--- src/sv/periodic_stream_action_scheduler_defines.svh ---
// Assertion macros for the periodic stream action scheduler.
// Included by the RTL modules that carry concurrent checks; needs a clk and rst in scope.
`ifndef PERIODIC_STREAM_ACTION_SCHEDULER_DEFINES_SVH
`define PERIODIC_STREAM_ACTION_SCHEDULER_DEFINES_SVH

// Check that holds on the same edge.
`define PSAS_ASSERT(label, prop, msg) \
  label: assert property (@(posedge clk) disable iff (rst) (prop)) else $error(msg);

// Check whose consequent holds on the edge after the antecedent.
`define PSAS_ASSERT_NEXT(label, ante, cons, msg) \
  label: assert property (@(posedge clk) disable iff (rst) (ante) |=> (cons)) else $error(msg);

`endif

--- src/sv/psas_pkg.sv ---
// Shared types and constants for the periodic stream action scheduler.
// No dependencies; used by psas_addsub, psas_div and the top level.
package psas_pkg;

  localparam int TICK_W      = 32;
  localparam int RATE_W      = 16;
  localparam int ID_W        = 8;
  localparam int MASK_W      = 6;
  localparam int MAP_ENTRIES = 6;
  localparam int MAP_W       = 48;
  localparam int DATA_W      = 64;
  localparam int ADDR_W      = 4;

  localparam logic [MAP_W-1:0] MAP_RESET = 48'd12103319159552;

  // Register index taken from the byte address.
  localparam logic REG_STREAM_MAP = 1'b0;

  localparam logic KIND_TICK    = 1'b0;
  localparam logic KIND_REQUEST = 1'b1;

  typedef enum logic [3:0] {
    ST_IDLE,
    ST_DIV,
    ST_REQ,
    ST_DUE,
    ST_CMP,
    ST_NXT,
    ST_CND,
    ST_MIN,
    ST_OUT
  } state_t;

  typedef struct packed {
    logic              sub;
    logic [TICK_W-1:0] a;
    logic [TICK_W-1:0] b;
  } alu_req_t;

  typedef struct packed {
    logic [TICK_W-1:0] res;
    logic              borrow;
    logic              zero;
  } alu_rsp_t;

endpackage

--- src/sv/psas_addsub.sv ---
// Shared 32-bit add/subtract unit with borrow and zero flags.
// Depends on psas_pkg for the request and response structs.
module psas_addsub (
  input  psas_pkg::alu_req_t req,
  output psas_pkg::alu_rsp_t rsp
);

  logic [psas_pkg::TICK_W:0] sum;

  always_comb begin
    if (req.sub) begin
      sum = {1'b0, req.a} + {1'b0, ~req.b} + {{psas_pkg::TICK_W{1'b0}}, 1'b1};
    end else begin
      sum = {1'b0, req.a} + {1'b0, req.b};
    end
    rsp.res    = sum[psas_pkg::TICK_W-1:0];
    // For a subtraction a missing carry out means a < b.
    rsp.borrow = req.sub & ~sum[psas_pkg::TICK_W];
    rsp.zero   = (sum[psas_pkg::TICK_W-1:0] == '0);
  end

endmodule

--- src/sv/psas_div.sv ---
// Restoring divider, one quotient bit per cycle, for the tick period of a rate.
// Depends on psas_pkg for the rate width.
module psas_div #(
  parameter int QW = 10
) (
  input  logic                        clk,
  input  logic                        rst,
  input  logic                        start,
  input  logic [QW-1:0]               dividend,
  input  logic [psas_pkg::RATE_W-1:0] divisor,
  output logic                        done,
  output logic [QW-1:0]               quotient
);

  localparam int CW = $clog2(QW + 1);

  logic                        busy;
  logic [CW-1:0]               cnt;
  logic [psas_pkg::RATE_W-1:0] rem;
  logic [psas_pkg::RATE_W-1:0] dsr;
  logic [QW-1:0]               quo;
  logic [psas_pkg::RATE_W:0]   trial;
  logic                        fits;
  logic [QW:0]                 quo_shift;

  always_comb begin
    trial     = {rem, quo[QW-1]};
    fits      = (trial >= {1'b0, dsr});
    quo_shift = {quo, fits};
  end

  always_ff @(posedge clk) begin
    if (rst) begin
      busy <= 1'b0;
      done <= 1'b0;
      cnt  <= '0;
    end else begin
      done <= busy && (cnt == CW'(1));
      if (start) begin
        busy <= 1'b1;
        cnt  <= CW'(QW);
      end else if (busy) begin
        cnt <= cnt - CW'(1);
        if (cnt == CW'(1)) begin
          busy <= 1'b0;
        end
      end
    end
  end

  // The dividend shifts out of the top of quo while quotient bits enter below.
  always_ff @(posedge clk) begin
    if (start) begin
      quo <= dividend;
      rem <= '0;
      dsr <= divisor;
    end else if (busy) begin
      quo <= quo_shift[QW-1:0];
      if (fits) begin
        rem <= psas_pkg::RATE_W'(trial - {1'b0, dsr});
      end else begin
        rem <= trial[psas_pkg::RATE_W-1:0];
      end
    end
  end

  assign quotient = quo;

endmodule

--- src/sv/periodic_stream_action_scheduler.sv ---
// Periodic stream action scheduler: a sequencer stepping one add/subtract unit over the table.
// Tick beat: a disabled entry takes ST_DUE alone, an enabled entry that waits takes ST_DUE,
// ST_CMP and ST_MIN, and one that fires takes ST_NXT and ST_CND as well; ST_OUT then loads
// the output register, longer while out_stall holds, and in_stall holds until ST_IDLE again.
// Rate request beat: ST_DIV runs the divider before ST_REQ; a disable or a zero rate goes to ST_REQ.
// Synchronous active-high reset: entry zero enabled at rate 1, stream map at its default.
module periodic_stream_action_scheduler #(
  parameter int NUM_ENTRIES      = 6,
  parameter int TICKS_PER_SECOND = 1000
) (
  input  logic                          clk,
  input  logic                          rst,
  input  logic                          in_valid,
  output logic                          in_stall,
  input  logic                          kind,
  input  logic [psas_pkg::TICK_W-1:0]   now,
  input  logic [psas_pkg::ID_W-1:0]     stream_id,
  input  logic                          enable,
  input  logic [psas_pkg::RATE_W-1:0]   rate_hz,
  output logic                          out_valid,
  input  logic                          out_stall,
  output logic [psas_pkg::MASK_W-1:0]   fired_mask,
  output logic [psas_pkg::TICK_W-1:0]   next_delay,
  input  logic                          psel,
  input  logic                          penable,
  input  logic                          pwrite,
  input  logic [psas_pkg::ADDR_W-1:0]   paddr,
  input  logic [psas_pkg::DATA_W-1:0]   pwdata,
  output logic [psas_pkg::DATA_W-1:0]   prdata,
  output logic                          pready
);

`include "periodic_stream_action_scheduler_defines.svh"

  localparam int QW = $clog2(TICKS_PER_SECOND + 1);
  localparam int IW = (NUM_ENTRIES > 1) ? $clog2(NUM_ENTRIES) : 1;
  localparam int TW = psas_pkg::TICK_W;

  psas_pkg::state_t state, state_next;

  logic [psas_pkg::MAP_W-1:0] stream_map;

  logic                 entry_en     [NUM_ENTRIES];
  logic [QW-1:0]        entry_period [NUM_ENTRIES];
  logic [TW-1:0]        entry_last   [NUM_ENTRIES];

  logic [IW-1:0]               idx;
  logic [TW-1:0]               now_r;
  logic [TW-1:0]               due_r;
  logic [TW-1:0]               cand_r;
  logic [TW-1:0]               best_r;
  logic [psas_pkg::MASK_W-1:0] mask_r;
  logic [psas_pkg::ID_W-1:0]   req_sid;
  logic                        req_on;

  logic                 in_accept;
  logic                 out_free;
  logic                 out_load;
  logic                 last_entry;
  logic                 fire;
  logic [TW-1:0]        period_ext;
  logic [NUM_ENTRIES-1:0] hit;

  psas_pkg::alu_req_t alu_req;
  psas_pkg::alu_rsp_t alu_rsp;

  logic          div_start;
  logic          div_done;
  logic [QW-1:0] div_quo;

  psas_addsub u_alu (
    .req (alu_req),
    .rsp (alu_rsp)
  );

  psas_div #(
    .QW (QW)
  ) u_div (
    .clk      (clk),
    .rst      (rst),
    .start    (div_start),
    .dividend (QW'(TICKS_PER_SECOND)),
    .divisor  (rate_hz),
    .done     (div_done),
    .quotient (div_quo)
  );

  assign in_accept  = in_valid && !in_stall;
  assign out_free   = !out_valid || !out_stall;
  assign out_load   = (state == psas_pkg::ST_OUT) && out_free;
  assign last_entry = (idx == IW'(NUM_ENTRIES - 1));
  assign period_ext = {{(TW - QW){1'b0}}, entry_period[idx]};
  // Due tick at or before now.
  assign fire       = alu_rsp.borrow || alu_rsp.zero;

  // Entries past the stream map have stream id zero and never match a request.
  always_comb begin
    logic [psas_pkg::ID_W-1:0] sid;
    for (int i = 0; i < NUM_ENTRIES; i++) begin
      sid = '0;
      if (i < psas_pkg::MAP_ENTRIES) begin
        sid = stream_map[psas_pkg::ID_W*i +: psas_pkg::ID_W];
      end
      hit[i] = (req_sid == '0) ? (sid != '0) : (sid == req_sid);
    end
  end

  // Next state.
  always_comb begin
    state_next = state;
    unique case (state)
      psas_pkg::ST_IDLE: begin
        if (in_accept) begin
          if (kind == psas_pkg::KIND_REQUEST) begin
            state_next = (enable && rate_hz != '0) ? psas_pkg::ST_DIV : psas_pkg::ST_REQ;
          end else begin
            state_next = psas_pkg::ST_DUE;
          end
        end
      end
      psas_pkg::ST_DIV: begin
        if (div_done) begin
          state_next = psas_pkg::ST_REQ;
        end
      end
      psas_pkg::ST_REQ: state_next = psas_pkg::ST_IDLE;
      psas_pkg::ST_DUE: begin
        if (entry_en[idx]) begin
          state_next = psas_pkg::ST_CMP;
        end else if (last_entry) begin
          state_next = psas_pkg::ST_OUT;
        end
      end
      psas_pkg::ST_CMP: state_next = fire ? psas_pkg::ST_NXT : psas_pkg::ST_MIN;
      psas_pkg::ST_NXT: state_next = psas_pkg::ST_CND;
      psas_pkg::ST_CND: state_next = psas_pkg::ST_MIN;
      psas_pkg::ST_MIN: state_next = last_entry ? psas_pkg::ST_OUT : psas_pkg::ST_DUE;
      psas_pkg::ST_OUT: begin
        if (out_free) begin
          state_next = psas_pkg::ST_IDLE;
        end
      end
      default: state_next = psas_pkg::ST_IDLE;
    endcase
  end

  // Sequencer outputs: stall, divider start and the operands of the shared unit.
  always_comb begin
    in_stall    = (state != psas_pkg::ST_IDLE);
    div_start   = 1'b0;
    alu_req.sub = 1'b0;
    alu_req.a   = '0;
    alu_req.b   = '0;
    unique case (state)
      psas_pkg::ST_IDLE: begin
        div_start = in_valid && (kind == psas_pkg::KIND_REQUEST) && enable && (rate_hz != '0);
      end
      psas_pkg::ST_DUE: begin
        alu_req.a = entry_last[idx];
        alu_req.b = period_ext;
      end
      psas_pkg::ST_CMP: begin
        alu_req.sub = 1'b1;
        alu_req.a   = due_r;
        alu_req.b   = now_r;
      end
      psas_pkg::ST_NXT: begin
        alu_req.a = due_r;
        alu_req.b = period_ext;
      end
      psas_pkg::ST_CND: begin
        alu_req.sub = 1'b1;
        alu_req.a   = due_r;
        alu_req.b   = now_r;
      end
      psas_pkg::ST_MIN: begin
        alu_req.sub = 1'b1;
        alu_req.a   = cand_r;
        alu_req.b   = best_r;
      end
      default: begin
        alu_req.sub = 1'b0;
      end
    endcase
  end

  always_ff @(posedge clk) begin
    if (rst) begin
      state <= psas_pkg::ST_IDLE;
    end else begin
      state <= state_next;
    end
  end

  // Datapath registers of the scan and of request latching.
  always_ff @(posedge clk) begin
    if (state == psas_pkg::ST_IDLE && in_accept) begin
      now_r   <= now;
      req_sid <= stream_id;
      req_on  <= enable && (rate_hz != '0);
      idx     <= '0;
      best_r  <= '1;
      mask_r  <= '0;
    end
    if ((state == psas_pkg::ST_DUE && !entry_en[idx]) || state == psas_pkg::ST_MIN) begin
      idx <= idx + IW'(1);
    end
    if (state == psas_pkg::ST_DUE || state == psas_pkg::ST_NXT) begin
      due_r <= alu_rsp.res;
    end
    if (state == psas_pkg::ST_CMP && !fire) begin
      cand_r <= alu_rsp.res;
    end
    if (state == psas_pkg::ST_CMP && fire && (32'(idx) < psas_pkg::MAP_ENTRIES)) begin
      mask_r <= mask_r | (psas_pkg::MASK_W'(1) << idx);
    end
    // Next due tick strictly after now gives its distance, otherwise zero.
    if (state == psas_pkg::ST_CND) begin
      cand_r <= (!alu_rsp.borrow && !alu_rsp.zero) ? alu_rsp.res : '0;
    end
    if (state == psas_pkg::ST_MIN && alu_rsp.borrow) begin
      best_r <= cand_r;
    end
  end

  // Entry table.
  always_ff @(posedge clk) begin
    if (rst) begin
      for (int i = 0; i < NUM_ENTRIES; i++) begin
        entry_en[i]     <= (i == 0);
        entry_period[i] <= (i == 0) ? QW'(TICKS_PER_SECOND) : '0;
        entry_last[i]   <= '0;
      end
    end else begin
      if (state == psas_pkg::ST_REQ) begin
        for (int i = 0; i < NUM_ENTRIES; i++) begin
          if (hit[i]) begin
            entry_en[i] <= req_on;
            if (req_on) begin
              entry_period[i] <= div_quo;
            end
          end
        end
      end
      if (state == psas_pkg::ST_CMP && fire) begin
        entry_last[idx] <= now_r;
      end
    end
  end

  // Output register.
  always_ff @(posedge clk) begin
    if (rst) begin
      out_valid <= 1'b0;
    end else if (state == psas_pkg::ST_OUT && out_free) begin
      out_valid <= 1'b1;
    end else if (out_valid && !out_stall) begin
      out_valid <= 1'b0;
    end
  end

  always_ff @(posedge clk) begin
    if (state == psas_pkg::ST_OUT && out_free) begin
      fired_mask <= mask_r;
      next_delay <= best_r;
    end
  end

  // Configuration port.
  assign pready = 1'b1;

  always_ff @(posedge clk) begin
    if (rst) begin
      stream_map <= psas_pkg::MAP_RESET;
    end else if (psel && penable && pwrite && (paddr[3] == psas_pkg::REG_STREAM_MAP)) begin
      stream_map <= pwdata[psas_pkg::MAP_W-1:0];
    end
  end

  always_comb begin
    prdata = '0;
    if (paddr[3] == psas_pkg::REG_STREAM_MAP) begin
      prdata = {{(psas_pkg::DATA_W - psas_pkg::MAP_W){1'b0}}, stream_map};
    end
  end

  `PSAS_ASSERT_NEXT(a_busy_after_accept, in_accept, in_stall, "accepted beat left input open")
  `PSAS_ASSERT_NEXT(a_result_from_out, !out_valid && !out_load, !out_valid, "stray result")
  `PSAS_ASSERT(a_fire_delay, !out_valid || fired_mask == '0 || next_delay != '1, "no next delay")
  `PSAS_ASSERT(a_div_done_in_div, !div_done || (state == psas_pkg::ST_DIV), "stray divider done")

endmodule

--- config.mk ---
export PLATFORM = sky130hd
export DESIGN_NAME = periodic_stream_action_scheduler
export DESIGN_NICKNAME = d
export VERILOG_FILES = /design/src/sv/psas_pkg.sv /design/src/sv/psas_addsub.sv /design/src/sv/psas_div.sv /design/src/sv/periodic_stream_action_scheduler.sv
export VERILOG_INCLUDE_DIRS = /design/src /design/src/sv
export SDC_FILE = /design/constraint.sdc
export NUM_CORES = 1
export LEC_CHECK = 0
export BUFFER_PORTS_ARGS = -buffer_cell sky130_fd_sc_hd__buf_2
export CAP_MARGIN = 20
export CORE_MARGIN = 10
export CORE_UTILIZATION = 40
export CTS_CLUSTER_SIZE = 40
export DETAILED_ROUTE_END_ITERATION = 8
export PLACE_DENSITY = 0.59
export SYNTH_ARGS = -nofsm -noshare
export SYNTH_HDL_FRONTEND = slang
export SYNTH_SLANG_ARGS = --single-unit
--- constraint.sdc ---
create_clock -name clk -period 12.67 [get_ports clk]
set_input_delay 1.267 -clock clk [delete_from_list [all_inputs] [get_ports clk]]
set_output_delay 1.267 -clock clk [all_outputs]
set_load 0.02 [all_outputs]
==> qor.yml <==
status:
  status: "finished, final reports clean"
sta:
  fmax_mhz: 113
  maxSlewHeadroom_pct: 29.2
  worst_slack_ns: 3.84
  setup_viol: 0
  rsz0062_at_grt: "false"
  tightest_slew_ns: 1.06
  skew_ns: 0.0263
  setup_tns_ns: 0
  period_needed_ns: 8.83
  fin_crit_sh_pct: 69.7
  drv_slew: 0
  hold_violations: 0
clock_tree:
  cts.sinks: 610
  post_cts_buffers: 0
  cts_tree: "yes"
  cts_buffers: 69
  cts-resized-gates: 0
  cts.htree.levels: 3
  root_buffer: "clkbuf_16"
  clkTransAtPathRegs_ns: 0.06
  clk_path_buf_depth: 3
  cts_hold_repair.buffers: 0
  clock_latency_ns: 0.61
global_route:
  grt_pass1_wl_um: 144000
  grt_usage_pct: 20.6
  grt_pass1_vias: 23079
  grt_overflow_total: 0
  antenna_found_initial: 2
  grt_max_degree: 163
worst_setup_path:
  cpLargestDelayFamily: "compound AO/OA/AOI/OAI gates"
  crit_top_cell: "a211oi_1"
  critPathBufInv: 3
  crit_type: "register to register"
  critPathMaxStageDelay_ns: 0.98
  cp_max_fo: 45
  worstPathRequired_ns: 12.94
  worst_setup_path_end_kind: "register"
  path_cells: "buf_12 -> mux4_2 -> nor2_1 -> a211oi_1 -> a221oi_1 -> ha_1 -> nand2b_1 -> nor2_1 -> nand3_1 -> o31ai_1 -> a211oi_1 -> o31ai_1 -> a211oi_1 -> a211oi_1 -> xor2_1 -> nand3_1 -> nor4b_4 -> nor2_4 -> buf_4 -> o31ai_4 -> buf_4"
  cpMaxStageDelayCell: "o31ai_4"
  worstPathArrival_ns: 9.10
  critPathLaunchType: "register"
final_layout:
  fin_nets: 3125
  drive_above_1_share_pct: 17.3
  utilization_pct: 46.0
  final_cells: 3997
  syn_to_final_growth_pct: 13.5
power_and_ir_drop:
  p_total_uw: 6890
  switching_share_pct: 36.3
  p_per_area_nw_per_um2: 192
  ir_worst_vdd_mv: 0.118
  power_frac_clock_pct: 28.6
  p_seq_share_pct: 38.5
  intPower_uw: 4390
  p_leak_uw: 0.0134
  comb_power_share_pct: 32.9
  p_sw_uw: 2500
synth:
  synth_cells: 2772
  ys_seq_elements: 610
  ys_warn_count: 0
  synth_area_per_cell_um2: 11.4
  ys_seq_area_share_pct: 55.2
  yosysUniqueCellTypes: 82
  mappedNetlistArea_um2: 31600
  async_flop_share_pct: 0
  synth_edf_count: 521
  synth_ff_type: "edfxtp_1"
place:
  dp_hpwl_um: 65400
  place_ws_ns: 3.72
  dp.cells: 3871
  port_buffers: 201
  routabilityCongestion: 0.869
floorplanning:
  rows: 102
  initial_utilization_pct: 40.5
  die_height_um: 301
  ios: 238
  dieArea_um2: 90500
  coreArea_um2: 77800
  die_w_um: 301
detailed_routing:
  routed_via_density: 5.75
  vias: 22967
  drt-pass1-iter-count: 5
  drt_iter0_markers: 2096
  drc: 0
  wirelength_um: 95800
  ant_nets: 0
  post_drt_wl_per_cell_um: 24.0
run:
  drv_cap: 0
worst_hold_path:
  hp-class: "register to register"
cell families after synthesis:
kind of cell	after synthesis	synth area share, %
xor+xnor	88	2.44
simple gates	971	16.2
compound gates	507	10.2
other cells	2	0.0238
mux	143	7.51
fa+ha+maj	91	3.62
buf+inv	360	4.70
flops	610	55.2
Yosys cell counts, types with 5 or more instances:
| cell | count | share of area, % |
|---|---|---|
| o211ai_1 | 14 | 0.33 |
| xor2_1 | 53 | 1.5 |
| buf_6 | 6 | 0.21 |
| a211o_1 | 5 | 0.14 |
| nand3_1 | 58 | 0.92 |
| ha_1 | 88 | 3.5 |
| a21o_1 | 13 | 0.31 |
| and3_1 | 67 | 1.3 |
| a22o_1 | 10 | 0.28 |
| dfxtp_1 | 89 | 5.6 |
| a21boi_0 | 5 | 0.12 |
| nor4_1 | 38 | 0.75 |
| nor3_2 | 48 | 1.5 |
| edfxtp_1 | 521 | 50 |
| nor3_1 | 153 | 2.4 |
| buf_2 | 16 | 0.25 |
| nor2b_1 | 90 | 1.8 |
| buf_4 | 18 | 0.43 |
| a21oi_1 | 152 | 2.4 |
| and2_1 | 23 | 0.46 |
| a221oi_1 | 6 | 0.17 |
| o21bai_1 | 16 | 0.38 |
| xnor2_1 | 35 | 0.97 |
| or3_1 | 40 | 0.79 |
| o21ai_0 | 113 | 1.8 |
| or4_1 | 5 | 0.12 |
| buf_1 | 19 | 0.23 |
| a211oi_1 | 21 | 0.50 |
| mux4_2 | 75 | 5.4 |
| inv_1 | 154 | 1.8 |
| clkbuf_1 | 146 | 1.7 |
| nand3b_1 | 6 | 0.14 |
| a221o_1 | 9 | 0.29 |
| nor2_1 | 161 | 1.9 |
| o21a_1 | 11 | 0.26 |
| o31ai_1 | 14 | 0.33 |
| mux2i_1 | 67 | 2.1 |
| nand4_1 | 12 | 0.24 |
| a22oi_1 | 46 | 1.1 |
| nand2b_1 | 28 | 0.56 |
| nand2_1 | 219 | 2.6 |
| a31oi_1 | 24 | 0.48 |
power by group through the flow:
stage / sequential [uW] / clock, uW / combinational [uW]
global route: 2680 / 2080 / 2460
detailed placement: 2690 / 0 / 2250
CTS: 2650 / 2000 / 2260
finish: 2650 / 1970 / 2270
global placement: 2690 / 0 / 2230
floorplan: 2510 / 0 / 1640
cells in the final DEF (no fill, tap or decap), drive strengths merged, types with 10 or more instances in the layout:
master,count
o21bai,16
inv,155
o211ai,14
xnor2,35
nor3,201
nor2,161
a21o,13
o21ai,117
nor4,38
xor2,53
nand4,12
nand2b,28
a22o,10
or3,40
clkbuf,87
buf,250
a22oi,46
clkinv,30
nand3,58
mux2i,67
nand2,219
nor2b,90
o31ai,14
ha,88
and3,67
a21oi,152
dfxtp,89
a31oi,24
edfxtp,521
conb,17
o21a,11
mux4,75
a211oi,21
and2,23
flip-flops by register name (all words and copies together), names as in the netlist, 32 cells and up, named ones only:
register	count
best_r	32
cand_r	32
due_r	32
entry_last	256
entry_period	60
next_delay	32
now_r	32
stream_map	48
final timing paths:
| check | startpoint | end | cells after the start | slack, ns |
|---|---|---|---|---|
| hold reg to reg | best_r[24]$_SDFFCE_PN1P_ | next_delay[24]$_DFFE_PP_ | 0 | 0.45 |
| setup reg to reg | register | entry_last[1][6]$_SDFFCE_PN0P_ | 21 | 3.84 |
| setup / recovery | register | entry_last[1][6]$_SDFFCE_PN0P_ | 21 | 3.84 |
| hold / removal | best_r[24]$_SDFFCE_PN1P_ | next_delay[24]$_DFFE_PP_ | 0 | 0.45 |
final cells by class:
| type | instances | area [um^2] |
|---|---|---|
| Fill cell | 7204 | 42000 |
| Antenna cell | 1 | 2.50 |
| Inverter | 155 | 582 |
| Tap cell | 1040 | 1300 |
| Clock buffer | 87 | 1900 |
| Multi-Input combinational cell | 1817 | 12900 |
| Timing Repair Buffer | 250 | 1410 |
| Clock inverter | 37 | 325 |
| Sequential cell | 610 | 17400 |
per-layer routing:
layer	vias up	GRT usage (%)	part of all wire (%)
li1	10499	-	-
met1	11439	26.4	41
met2	878	35.1	50
met3	151	3.11	6.5
met4	0	6.66	2.9
met5	-	0	0
through the flow:
stage	instance area, um^2	hold WS [ns]
2_1_floorplan	31600	0.419
3_3_place_gp	33600	0.435
3_5_place_dp	33600	0.439
4_1_cts	35800	0.452
5_1_grt	35800	0.460
6_report	35800	0.450
Power figures use the tool's default switching activity.
